**src/rtl/lone_dot_line_stuffer_assert.svh**
```systemverilog
// ---------------------------------------------------------------------------
// lone_dot_line_stuffer assertion macros
// clocked property checks for the dot stuffer rtl
// ---------------------------------------------------------------------------
`ifndef LONE_DOT_LINE_STUFFER_ASSERT_SVH
`define LONE_DOT_LINE_STUFFER_ASSERT_SVH

// generic clocked check with explicit clock and reset
`define LDLS_ASSERT_CLK(label, clk, rstn, prop, msg) \
  label: assert property (@(posedge clk) disable iff (!rstn) prop) else $error(msg);

// check on the block clock and reset
`define LDLS_ASSERT(label, prop, msg) \
  `LDLS_ASSERT_CLK(label, clk_i, rst_ni, prop, msg)

`endif

```
**src/rtl/ldls_pkg.sv**
```systemverilog
// ---------------------------------------------------------------------------
// ldls_pkg
// shared constants and types of the lone dot line stuffer
// ---------------------------------------------------------------------------
package ldls_pkg;

  localparam int unsigned ByteW   = 8;
  localparam int unsigned MaxOut  = 4;
  localparam int unsigned CntW    = 3;

  localparam logic [ByteW-1:0] ChCr  = 8'h0D;
  localparam logic [ByteW-1:0] ChLf  = 8'h0A;
  localparam logic [ByteW-1:0] ChDot = 8'h2E;

  localparam logic DecodeModeReset = 1'b0;

  typedef struct packed {
    logic [1:0] held;
    logic       line_start;
    logic       prev_cr;
  } ldls_state_t;

  typedef struct packed {
    logic [MaxOut-1:0][ByteW-1:0] bytes;
    logic [CntW-1:0]              cnt;
    logic                         body_end;
  } ldls_group_t;

endpackage

```
**src/rtl/ldls_step.sv**
```systemverilog
// ---------------------------------------------------------------------------
// ldls_step
// next-state and result group logic for one body byte
// ---------------------------------------------------------------------------
module ldls_step (
  input  logic                        decode_mode_i,
  input  ldls_pkg::ldls_state_t       state_i,
  input  logic [ldls_pkg::ByteW-1:0]  byte_i,
  input  logic                        last_i,
  output ldls_pkg::ldls_state_t       state_o,
  output ldls_pkg::ldls_group_t       group_o
);

  logic [1:0] dots;
  logic [1:0] full;

  assign dots = decode_mode_i ? 2'd2 : 2'd1;
  assign full = decode_mode_i ? 2'd3 : 2'd2;

  always_comb begin
    ldls_pkg::ldls_state_t st;
    ldls_pkg::ldls_group_t grp;
    logic [ldls_pkg::CntW-1:0] n;
    st  = state_i;
    grp = '0;
    n   = '0;

    if (state_i.held != 2'd0) begin
      if (state_i.held < dots && byte_i == ldls_pkg::ChDot) begin
        st.held = state_i.held + 2'd1;
      end else if (state_i.held == dots && byte_i == ldls_pkg::ChCr) begin
        st.held = state_i.held + 2'd1;
      end else if (state_i.held == full && byte_i == ldls_pkg::ChLf) begin
        if (decode_mode_i) begin
          grp.bytes[0] = ldls_pkg::ChDot;
          grp.bytes[1] = ldls_pkg::ChCr;
          grp.bytes[2] = ldls_pkg::ChLf;
          n = 3'd3;
        end else begin
          grp.bytes[0] = ldls_pkg::ChDot;
          grp.bytes[1] = ldls_pkg::ChDot;
          grp.bytes[2] = ldls_pkg::ChCr;
          grp.bytes[3] = ldls_pkg::ChLf;
          n = 3'd4;
        end
        st.held       = 2'd0;
        st.line_start = 1'b1;
        st.prev_cr    = 1'b0;
      end else begin
        // flush held bytes, then pass the breaking byte
        for (int i = 0; i < 3; i++) begin
          if (2'(i) < state_i.held) begin
            grp.bytes[i] = (2'(i) < dots) ? ldls_pkg::ChDot : ldls_pkg::ChCr;
          end
        end
        grp.bytes[state_i.held] = byte_i;
        n             = {1'b0, state_i.held} + 3'd1;
        st.line_start = (state_i.held == full) && (byte_i == ldls_pkg::ChLf);
        st.prev_cr    = (byte_i == ldls_pkg::ChCr);
        st.held       = 2'd0;
      end
    end else if (state_i.line_start && byte_i == ldls_pkg::ChDot) begin
      st.held       = 2'd1;
      st.line_start = 1'b0;
      st.prev_cr    = 1'b0;
    end else begin
      grp.bytes[0]  = byte_i;
      n             = 3'd1;
      st.line_start = state_i.prev_cr && (byte_i == ldls_pkg::ChLf);
      st.prev_cr    = (byte_i == ldls_pkg::ChCr);
    end

    if (last_i) begin
      // held bytes only remain when nothing was emitted this step
      if (st.held != 2'd0) begin
        for (int i = 0; i < 3; i++) begin
          if (2'(i) < st.held) begin
            grp.bytes[i] = (2'(i) < dots) ? ldls_pkg::ChDot : ldls_pkg::ChCr;
          end
        end
        n = {1'b0, st.held};
      end
      st.held       = 2'd0;
      st.line_start = 1'b1;
      st.prev_cr    = 1'b0;
    end

    grp.cnt      = n;
    grp.body_end = last_i;
    state_o      = st;
    group_o      = grp;
  end

endmodule

```
**src/rtl/ldls_ser.sv**
```systemverilog
// ---------------------------------------------------------------------------
// ldls_ser
// result group register, shifts out one byte per word
// ---------------------------------------------------------------------------
module ldls_ser (
  input  logic                        clk_i,
  input  logic                        rst_ni,
  input  logic                        load_i,
  input  ldls_pkg::ldls_group_t       group_i,
  output logic                        free_o,
  output logic                        m_axis_tvalid,
  input  logic                        m_axis_tready,
  output logic [7:0]                  m_axis_tdata,  // out_byte
  output logic                        m_axis_tlast,  // run_last
  output logic                        m_axis_tuser   // body_end
);

  logic [ldls_pkg::MaxOut-1:0][ldls_pkg::ByteW-1:0] bytes_q, bytes_d;
  logic [ldls_pkg::CntW-1:0] rem_q, rem_d;
  logic                      end_q, end_d;
  logic                      emit;

  assign emit   = m_axis_tvalid && m_axis_tready;
  assign free_o = (rem_q == '0) || (rem_q == 3'd1 && m_axis_tready);

  always_comb begin
    bytes_d = bytes_q;
    rem_d   = rem_q;
    end_d   = end_q;
    if (load_i) begin
      bytes_d = group_i.bytes;
      rem_d   = group_i.cnt;
      end_d   = group_i.body_end;
    end else if (emit) begin
      bytes_d = {ldls_pkg::ByteW'(0), bytes_q[ldls_pkg::MaxOut-1:1]};
      rem_d   = rem_q - 3'd1;
    end
  end

  always_ff @(posedge clk_i or negedge rst_ni) begin
    if (!rst_ni) begin
      rem_q <= '0;
    end else begin
      rem_q <= rem_d;
    end
  end

  always_ff @(posedge clk_i) begin
    bytes_q <= bytes_d;
    end_q   <= end_d;
  end

  assign m_axis_tvalid = (rem_q != '0);
  assign m_axis_tdata  = bytes_q[0];
  assign m_axis_tlast  = (rem_q == 3'd1);
  assign m_axis_tuser  = (rem_q == 3'd1) && end_q;

endmodule

```
**src/rtl/lone_dot_line_stuffer.sv**
```systemverilog
// ---------------------------------------------------------------------------
// lone_dot_line_stuffer
// stuffs lone-dot lines or unstuffs double-dot lines of a mail body
// ---------------------------------------------------------------------------
// channel  dir  tdata      tlast      tuser
// s_axis   in   body_byte  body_last  -
// m_axis   out  out_byte   run_last   body_end
// cfg      in   decode_mode (write enable, no index)
//
// one byte enters per cycle while the result register is free; a byte passes the input
// register and then the result register; a byte that expands to n words (n up to 4) stalls
// the input while the result register drains one word per cycle, when m_axis_tready is high
// reset is asynchronous, active low; no clearing pass
// ---------------------------------------------------------------------------
`include "lone_dot_line_stuffer_assert.svh"

module lone_dot_line_stuffer (
  input  logic       clk_i,
  input  logic       rst_ni,
  input  logic       cfg_we_i,
  input  logic       cfg_wdata_i,   // decode_mode
  input  logic       s_axis_tvalid,
  output logic       s_axis_tready,
  input  logic [7:0] s_axis_tdata,  // body_byte
  input  logic       s_axis_tlast,  // body_last
  output logic       m_axis_tvalid,
  input  logic       m_axis_tready,
  output logic [7:0] m_axis_tdata,  // out_byte
  output logic       m_axis_tlast,  // run_last
  output logic       m_axis_tuser   // body_end
);

  logic                        mode_q;
  logic                        in_vld_q, in_vld_d;
  logic [ldls_pkg::ByteW-1:0]  in_byte_q;
  logic                        in_last_q;
  ldls_pkg::ldls_state_t       st_q, st_d, st_nx;
  ldls_pkg::ldls_group_t       grp;
  logic                        free;
  logic                        adv;
  logic                        load;
  logic                        s_hs;

  ldls_step u_step (
    .decode_mode_i (mode_q),
    .state_i       (st_q),
    .byte_i        (in_byte_q),
    .last_i        (in_last_q),
    .state_o       (st_nx),
    .group_o       (grp)
  );

  assign adv           = in_vld_q && ((grp.cnt == '0) || free);
  assign load          = adv && (grp.cnt != '0);
  assign s_axis_tready = !in_vld_q || adv;
  assign s_hs          = s_axis_tvalid && s_axis_tready;

  always_comb begin
    in_vld_d = in_vld_q;
    st_d     = st_q;
    if (adv) begin
      in_vld_d = 1'b0;
      st_d     = st_nx;
    end
    if (s_hs) begin
      in_vld_d = 1'b1;
    end
    if (cfg_we_i) begin
      st_d = '{held: 2'd0, line_start: 1'b1, prev_cr: 1'b0};
    end
  end

  always_ff @(posedge clk_i or negedge rst_ni) begin
    if (!rst_ni) begin
      mode_q   <= ldls_pkg::DecodeModeReset;
      in_vld_q <= 1'b0;
      st_q     <= '{held: 2'd0, line_start: 1'b1, prev_cr: 1'b0};
    end else begin
      in_vld_q <= in_vld_d;
      st_q     <= st_d;
      if (cfg_we_i) begin
        mode_q <= cfg_wdata_i;
      end
    end
  end

  always_ff @(posedge clk_i) begin
    if (s_hs) begin
      in_byte_q <= s_axis_tdata;
      in_last_q <= s_axis_tlast;
    end
  end

  ldls_ser u_ser (
    .clk_i         (clk_i),
    .rst_ni        (rst_ni),
    .load_i        (load),
    .group_i       (grp),
    .free_o        (free),
    .m_axis_tvalid (m_axis_tvalid),
    .m_axis_tready (m_axis_tready),
    .m_axis_tdata  (m_axis_tdata),
    .m_axis_tlast  (m_axis_tlast),
    .m_axis_tuser  (m_axis_tuser)
  );

  `LDLS_ASSERT(a_held_bound, (st_q.held != 2'd3) || mode_q, "encode holds at most two bytes")
  `LDLS_ASSERT(a_start_no_held, st_q.line_start |-> (st_q.held == 2'd0), "start with held")
  `LDLS_ASSERT(a_stall_keeps, (in_vld_q && !adv) |=> in_vld_q, "stalled byte dropped")
  `LDLS_ASSERT(a_last_resets, (adv && in_last_q && !cfg_we_i) |=> st_q.line_start, "body end did not reset")

endmodule
```
**config.mk**
```make
export PLATFORM = sky130hd
export DESIGN_NAME = lone_dot_line_stuffer
export DESIGN_NICKNAME = d
export VERILOG_FILES = /design/src/rtl/ldls_pkg.sv /design/src/rtl/ldls_step.sv /design/src/rtl/ldls_ser.sv /design/src/rtl/lone_dot_line_stuffer.sv
export VERILOG_INCLUDE_DIRS = /design/src /design/src/rtl
export SDC_FILE = /design/constraint.sdc
export NUM_CORES = 1
export LEC_CHECK = 0
export BUFFER_PORTS_ARGS = -buffer_cell sky130_fd_sc_hd__buf_2
export CORE_AREA = 2 2 75 112
export CTS_BUF_LIST = sky130_fd_sc_hd__clkbuf_8
export DETAILED_ROUTE_END_ITERATION = 10
export DIE_AREA = 0 0 77 114
export SYNTH_ARGS = -nofsm -noshare
export SYNTH_HDL_FRONTEND = slang
export SYNTH_HIERARCHICAL = 1
export SYNTH_SLANG_ARGS = --single-unit
export TNS_END_PERCENT = 20
```
**constraint.sdc**
```tcl
create_clock -name clk_i -period 7.1 [get_ports clk_i]
set_input_delay 0.71 -clock clk_i [delete_from_list [all_inputs] [get_ports clk_i]]
set_output_delay 0.71 -clock clk_i [all_outputs]
set_load 0.02 [all_outputs]
```
==> results of run 1 <==
## per-stage QoR
step | utilization [%] | cell area, um2 | total power, mW | hold WS [ns] | instances
2_1_floorplan | - | 3050 | 0.952 | 0.414 | 261
3_3_place_gp | 40.4 | 3200 | 1.02 | 0.519 | 374
6_report | 41.5 | 3280 | 1.17 | 0.236 | 382
4_1_cts | 41.5 | 3280 | 1.19 | 0.238 | 382
5_1_grt | 41.5 | 3280 | 1.26 | 0.243 | 382
3_5_place_dp | 40.4 | 3200 | 1.03 | 0.535 | 374
## synthesized netlist by cell type, drive strengths merged, types with 5 or more instances
master	number	area (um2)
buf	17	123
ha	10	125
a211oi	5	47.5
and2	22	138
edfxtp	42	1260
mux2	26	293
nor2	12	61.3
dfrtp	8	200
mux2i	6	60.1
o21ai	9	45.0
a21oi	5	25.0
inv	8	30.0
a21o	6	45.0
nor2b	10	62.6
nand2b	11	68.8
nand2	12	45.0
## flip-flops by register name (all words and copies together), names as in the netlist
register            flops
in_vld_q                1
u_ser/m_axis_tdata      8
in_last_q               1
st_q                    4
u_ser/bytes_q          24
u_ser/end_q             1
mode_q                  1
in_byte_q               8
u_ser/rem_q             3
## how the worst max path moves through the flow
stage / start / end / slack (ns) / cells past startpoint
2_1_floorplan: mode_q$_DFFE_PN0P_ / u_ser/bytes_q[10]$_DFFE_PP_ / 2.96 / 13
6_report: mode_q$_DFFE_PN0P_ / u_ser/bytes_q[21]$_DFFE_PP_ / 2.58 / 12
5_1_grt: mode_q$_DFFE_PN0P_ / u_ser/bytes_q[18]$_DFFE_PP_ / 2.23 / 12
4_1_cts: mode_q$_DFFE_PN0P_ / u_ser/m_axis_tdata[1]$_DFFE_PP_ / 2.55 / 12
3_5_place_dp: mode_q$_DFFE_PN0P_ / u_ser/m_axis_tdata[1]$_DFFE_PP_ / 2.58 / 12
3_3_place_gp: mode_q$_DFFE_PN0P_ / u_ser/m_axis_tdata[1]$_DFFE_PP_ / 2.67 / 12
## cell type report
cell class | instances | area (um2) | share of cell area, %
flip-flops and latches | 51 | 1490 | 45.3
repair buffers | 29 | 153 | 4.65
well taps | 105 | 131 | 4.00
clock inverters | 3 | 15.0 | 0.458
multi-input cells | 181 | 1400 | 42.5
inverters | 8 | 30.0 | 0.915
clock buffers | 5 | 68.8 | 2.10
## logic make-up (layout without fill, tap and decap cells)
kind of cell / Yosys count / after routing / share of synthesized area, %
AND/OR/NAND/NOR: 92 / 92 / 18.6
flip-flops: 51 / 51 / 48.8
AO/OA/AOI/OAI: 47 / 47 / 11.4
multiplexers: 32 / 32 / 11.6
buffers and inverters: 29 / 45 / 5.50
adder cells (fa/ha/maj): 10 / 10 / 4.10
## where the power goes
part / switching (mW) / internal (mW)
combinational: 0.261 / 0.191
sequential: 0.0483 / 0.511
clock: 0.0962 / 0.0671
total: 0.405 / 0.768
## layer usage
metal  part of all wire [%]  vias to the layer above  routed length, um
met3                    4.7                       10                285
met2                     52                       53               3160
li1                       -                      978                  -
met1                     41                      949               2530
met4                    2.2                        0                133
met5                      0                        -                  0
## worst register-to-register path, delay by kind of cell (launching register included)
kind	cells	cell delay (ns)
buffers and inverters	2	0.62
multiplexers	1	0.36
AO/OA/AOI/OAI	3	0.68
adder cells (fa/ha/maj)	1	0.29
flip-flops	1	0.44
AND/OR/NAND/NOR	5	1.88
==> results.toml, run 1 <==
[critical_path]
r2r_setup_slack_ns = 2.58
cp.arrival_ns = 4.58
r2r-start = "mode_q$_DFFE_PN0P_"
rr_worst_depth = 12
criticalPathCategory = "reg2reg"
cp_max_fo = 26
crit_family = "simple AND/OR/NAND/NOR gates"
worstSetupStartpointType = "flip-flop"
cp_cell_sequence = "inv_1 -> ha_1 -> nor2b_1 -> or4b_1 -> a21o_1 -> nand2b_1 -> o21ai_1 -> nor3_2 -> o21a_1 -> and2b_1 -> buf_4 -> mux2_2"
worst_r2r_endpoint = "u_ser/bytes_q[21]$_DFFE_PP_"
endpoint_kind = "flip-flop"
crit_slowest_cell = "and2b_1"
crit_buf_inv = 2
required_ns = 7.16
worst_path_largest_cell_delay_ns = 0.70

[placement]
dp_worst_setup_slack_ns = 2.58
place_hpwl_um = 4470
place_congestion = 0.890
port_buffers = 26

[cells_and_area]
final_common_cell = "edfxtp_1"
drive_above_1_share_pct = 25.6
fillCellCount = 803
final_cell_mix = "42 x edfxtp_1, 26 x mux2_2, 26 x buf_2"
area_growth_pct = 7.55
diodes = 0
nets = 301

[yosys]
ys_types = 53
avgSynthCellArea_um2 = 11.7
synth_edf_count = 42
synth-seq-cells = 51
synthArstFlopShare_pct = 17.6
synth_warnings = 6
seq_area_frac_synth_pct = 48.8
syn-num-nets = 286
synthesis.area_um2 = 3050
synth-main-ff-cell = "edfxtp_1"
synth_cells = 261

[routing]
wl_per_cell_um = 16.0
drt-pass1-iter-count = 4
drtIter0Drc = 157
drc = 0
antenna_left = 0
wl_um = 6110
viasPerCell = 5.21
vias = 1990

[cts]
postCtsResizedCells = 0
ctsRootBufferMaster = "clkbuf_8"
cts.sinks = 51
hold_buffers = 0
cts_buffer_depth = 2
h-tree-depth = 2
clkSlewWorstSetupHoldPaths_ns = 0.09
post_cts_buffers = 0
cts_made_buffers = 5
insertion_delay_ns = 0.31
cts_tree = "yes"

[global_route]
grt_max_degree = 33
grt_util_met1_pct = 18.0
grt_pass1_wl_um = 10300
grt_usage_pct = 15.0
grt_util_met2_pct = 26.1
met3_usage_pct = 3.01
antenna_found_initial = 0
gr-total-overflow = 0
grt_pass1_vias = 2030
top_usage_layer = "met2"

[floorplan]
rows = 40
coreArea_um2 = 7910
start_util_pct = 38.6
ios = 27
fp.dieW_um = 77
die_height_um = 114
die_area_um2 = 8780

[run_status]
outcome = "completed"

[power]
leakage_nw = 1.29
ir_worst_vdd_mv = 0.260
pwr_density_cell_nw_per_um2 = 358

[timing]
worst_slack_ns = 2.58
rsz0062_at_grt = "no"
relSlewSlack_pct = 38.3
tns_ns = 0
worstMarginPinSlew_ns = 0.923
final.min_clock_period_ns = 4.52
drv_slew = 0
setup_viol = 0
clock_skew_ns = 0.00676
fin_crit_sh_pct = 63.6
final-hold-violation-count = 0
max_freq_mhz = 221

[flow_run]
drv_cap = 0

[min_path]
holdCritPathClass = "in2async"
Power figures use the tool's default switching activity.
==> inputs of run 2 (changes only) <==
clock period = 3.8 ns   (was 7.1 ns; I/O delays follow)
==> run 2 against run 1 <==
- die area stayed put
- sequential power is 86% higher
- core utilization rose by 2.1 points
- non-clock buffer count up 14
- largest cell class unchanged
- design area is 5.0% higher
==> results.toml, run 2 (synthesis results as in run 1) <==
[power]
leakage_nw = 1.38
clockPowerShare_pct = 16.3
pwr-share-seq_pct = 44.2
intPower_mw = 1.57
comb_power_share_pct = 39.5
switching_power_mw = 0.789
pwr_density_cell_nw_per_um2 = 685
ir_worst_vdd_mv = 0.641
switching_share_pct = 33.4

[cts]
cts_buffer_depth = 2
clkSlewWorstSetupHoldPaths_ns = 0.09
h-tree-depth = 2
ctsRootBufferMaster = "clkbuf_8"
insertion_delay_ns = 0.32
cts.sinks = 51
cts_made_buffers = 5
cts_tree = "yes"

[timing]
rsz0062_at_grt = "no"
final-hold-violation-count = 0
final.min_clock_period_ns = 3.55
tns_ns = 0
relSlewSlack_pct = 45.5
worstMarginPinSlew_ns = 0.815
drv_slew = 0
max_freq_mhz = 282
setup_viol = 0
fin_crit_sh_pct = 93.5
clock_skew_ns = 0.00624

[cells_and_area]
area_growth_pct = 12.9
regArea_um2 = 1490
diodes = 0
top_register = "u_ser/bytes_q"
multi_input_area_um2 = 1400
fin_cells = 396
nets = 315
final_cell_mix = "42 x edfxtp_1, 26 x mux2_2, 26 x buf_2"
final_common_cell = "edfxtp_1"
largest_reg_flops = 24
drive_above_1_share_pct = 29.9
fillCellCount = 787

[floorplan]
coreArea_um2 = 7910
die_height_um = 114
die_area_um2 = 8780
start_util_pct = 38.6
rows = 40
ios = 27
fp.dieW_um = 77

[global_route]
grt_max_degree = 33
grt_pass1_vias = 2087
gr-total-overflow = 0
grt_usage_pct = 15.9
antenna_found_initial = 0
grt_pass1_wl_um = 10600

[critical_path]
rr_worst_depth = 12
cp_max_fo = 32
cp.arrival_ns = 3.63
worstSetupStartpointType = "flip-flop"
endpoint_kind = "flip-flop"
criticalPathCategory = "reg2reg"
required_ns = 3.88

[placement]
dp_cells = 387
place_hpwl_um = 4750
place_congestion = 0.953
port_buffers = 26

[routing]
viasPerCell = 5.20
antenna_left = 0
drtIter0Drc = 153
vias = 2059
wl_per_cell_um = 16.2
drt-pass1-iter-count = 4
wl_um = 6430
drc = 0

[flow_run]
drv_cap = 0

[run_status]
outcome = "completed"

[min_path]
hold_depth = 1
holdCritPathClass = "in2reg"
-- run 2: final timing paths --
check | startpoint | end | slack [ns]
setup / recovery | mode_q$_DFFE_PN0P_ | u_ser/bytes_q[23]$_DFFE_PP_ | 0.25
min in group asynchronous | rst_ni | u_ser/rem_q[0]$_DFFE_PN0P_ | 0.45
setup reg to reg | mode_q$_DFFE_PN0P_ | u_ser/bytes_q[23]$_DFFE_PP_ | 0.25
hold reg to reg | st_q[1]$_DFFE_PN1P_ | st_q[1]$_DFFE_PN1P_ | 0.54
max in group asynchronous | rst_ni | st_q[1]$_DFFE_PN1P_ | 3.09
hold / removal | s_axis_tlast | in_last_q$_DFFE_PP_ | 0.23
-- run 2: worst max-delay path: stages, from the launching register on --
cell     delay, ns
dfrtp_1       0.42
inv_1         0.08
ha_1          0.30
nor2b_1       0.13
or4b_1        0.53
a21o_1        0.23
o22ai_1       0.27
o32ai_2       0.17
nor3_2        0.24
o21a_1        0.15
and2b_1       0.21
buf_12        0.22
mux2_2        0.36
-- run 2: routing by layer --
layer / part of all wire [%] / track usage (%)
met2: 51 / 28.1
met3: 3.4 / 2.69
met4: 3.9 / 8.81
met1: 42 / 18.1
met5: 0 / 0
-- run 2: repair_timing --
| item | 4_1_cts | 5_1_grt |
|---|---|---|
| setup buffers | 0 | 0 |
| hold endpoints to repair | 8 | 0 |
| hold buffers | 1 | 0 |
| gates resized for setup | 0 | 0 |
-- run 2: cell type report --
type,instances,area share [%]
inverters,8,0.872
clock inverters,3,1.27
well taps,105,3.81
multi-input cells,181,40.6
clock buffers,5,2.00
flip-flops and latches,51,43.2
repair buffers,43,8.28
-- run 2: per-stage QoR --
stage | utilization (%) | hold WS [ns] | setup slack [ns] | power, mW | area (um2)
floorplan | - | 0.0844 | 0.0253 | 1.78 | 3050
global placement | 42.0 | 0.256 | 0.307 | 1.98 | 3320
detailed placement | 42.0 | 0.257 | 0.277 | 2.01 | 3320
CTS | 43.6 | 0.222 | 0.254 | 2.40 | 3440
global route | 43.6 | 0.220 | 0.0154 | 2.52 | 3440
finish | 43.6 | 0.231 | 0.248 | 2.36 | 3440
-- run 2: power groups by stage --
stage	Clock, mW	Combinational, mW	Sequential [mW]
after floorplan	0	0.755	1.02
after global placement	0	0.930	1.05
after detailed placement	0	0.944	1.06
after CTS	0.398	0.948	1.05
after global routing	0.417	1.02	1.07
final	0.385	0.931	1.04
==> inputs of run 3 (changes only) <==
clock period = 3.5 ns   (was 3.8 ns; I/O delays follow)
==> run 3 against run 2 <==
- final cell count rose by 2.5%
- die area is the same
- routed wire length is 5.0% higher
- highest routed layer unchanged
==> results.toml, run 3 (synthesis results as in run 1) <==
[global_route]
grt_usage_pct = 15.7
grt_max_degree = 42
antenna_found_initial = 0
grt_pass1_vias = 2165
grt_util_met1_pct = 17.5
met3_usage_pct = 3.01
grt_util_met2_pct = 27.5
grt_pass1_wl_um = 10700
top_usage_layer = "met2"
gr-total-overflow = 0

[cts]
cts.sinks = 51
cts_made_buffers = 5
insertion_delay_ns = 0.32
ctsRootBufferMaster = "clkbuf_8"
h-tree-depth = 2
cts_buffer_depth = 2
clkSlewWorstSetupHoldPaths_ns = 0.09
cts_tree = "yes"

[timing]
drv_slew = 0
rsz0062_at_grt = "no"
worstMarginPinSlew_ns = 0.825
final.min_clock_period_ns = 3.35
max_freq_mhz = 298
final-hold-violation-count = 0
setup_viol = 0
clock_skew_ns = 0.00645
fin_crit_sh_pct = 95.8
relSlewSlack_pct = 44.9
tns_ns = 0

[routing]
wl_um = 6750
drt-pass1-iter-count = 4
drc = 0
drtIter0Drc = 141
viasPerCell = 5.15
antenna_left = 0
wl_per_cell_um = 16.6
vias = 2091

[power]
pwr_density_cell_nw_per_um2 = 737
leakage_nw = 1.45
power.total_mw = 2.62
ir_worst_vdd_mv = 0.608

[critical_path]
worstSetupStartpointType = "flip-flop"
endpoint_kind = "primary output"
criticalPathCategory = "reg2out"
rr_worst_depth = 12
required_ns = 3.15
cp_max_fo = 4
cp.arrival_ns = 3.00

[floorplan]
start_util_pct = 38.6
die_area_um2 = 8780
fp.dieW_um = 77
ios = 27
coreArea_um2 = 7910
rows = 40
die_height_um = 114

[cells_and_area]
multi_input_area_um2 = 1450
largest_reg_flops = 24
nets = 325
regArea_um2 = 1490
area_growth_pct = 16.6
top_register = "u_ser/bytes_q"
fillCellCount = 774
utilization_pct = 45.0
final_cell_mix = "42 x edfxtp_1, 26 x mux2_2, 26 x buf_2"
drive_above_1_share_pct = 34.6
diodes = 0
final_common_cell = "edfxtp_1"

[placement]
port_buffers = 26
place_hpwl_um = 4790
place_congestion = 0.919

[run_status]
outcome = "completed"

[min_path]
holdCritPathClass = "in2reg"
hold_depth = 1

[flow_run]
drv_cap = 0
run 3: final timing paths:
kind | start | to | slack (ns)
max reg2reg | mode_q$_DFFE_PN0P_ | u_ser/m_axis_tdata[3]$_DFFE_PP_ | 0.16
max | mode_q$_DFFE_PN0P_ | s_axis_tready | 0.15
min in group asynchronous | rst_ni | u_ser/rem_q[0]$_DFFE_PN0P_ | 0.40
min reg2reg | st_q[1]$_DFFE_PN1P_ | st_q[1]$_DFFE_PN1P_ | 0.54
min | s_axis_tdata[2] | in_byte_q[2]$_DFFE_PP_ | 0.20
max in group asynchronous | rst_ni | st_q[1]$_DFFE_PN1P_ | 2.83
run 3: per-layer routing:
metal	routed length [um]	part of all wire (%)
met1	2810	42
met3	266	3.9
met4	291	4.3
met5	0	0
met2	3380	50
run 3: repair_timing:
item	4_1_cts	5_1_grt
resized for setup	1	6
hold buffers	1	0
endpoints found under the setup margin	1	68
endpoints found under the hold margin	8	0
pin swaps	0	4
cloned	0	2
buffers inserted	0	3
run 3: per-stage QoR:
stage	cells	area (um2)	hold slack (ns)	setup slack [ns]
floorplan	261	3060	0.0544	0.00270
global placement	392	3350	0.219	0.169
detailed placement	392	3350	0.224	0.121
CTS	401	3470	0.189	0.0623
global route	406	3560	0.189	0.0294
finish	406	3560	0.200	0.148
run 3: where the power goes:
group | internal [mW] | total, mW | switching [mW]
Sequential | 1.03 | 1.13 | 0.0934
Clock | 0.180 | 0.382 | 0.202
Combinational | 0.513 | 1.11 | 0.598
run 3: critical path: stages (launching register included):
cell,delay (ns)
dfrtp_1,0.36
inv_2,0.05
ha_1,0.30
nor2b_1,0.14
or4b_4,0.50
a21o_1,0.26
o31a_1,0.35
o32ai_2,0.14
nor3_2,0.09
nor3b_2,0.19
buf_4,0.14
inv_1,0.03
buf_2,0.14
run 3: cell type report:
class	count	share of cell area, %
inverters	8	0.844
clock inverters	1	0.211
well taps	105	3.69
clock buffers	7	2.71
repair buffers	52	10.1
flip-flops and latches	51	41.8
multi-input cells	182	40.6
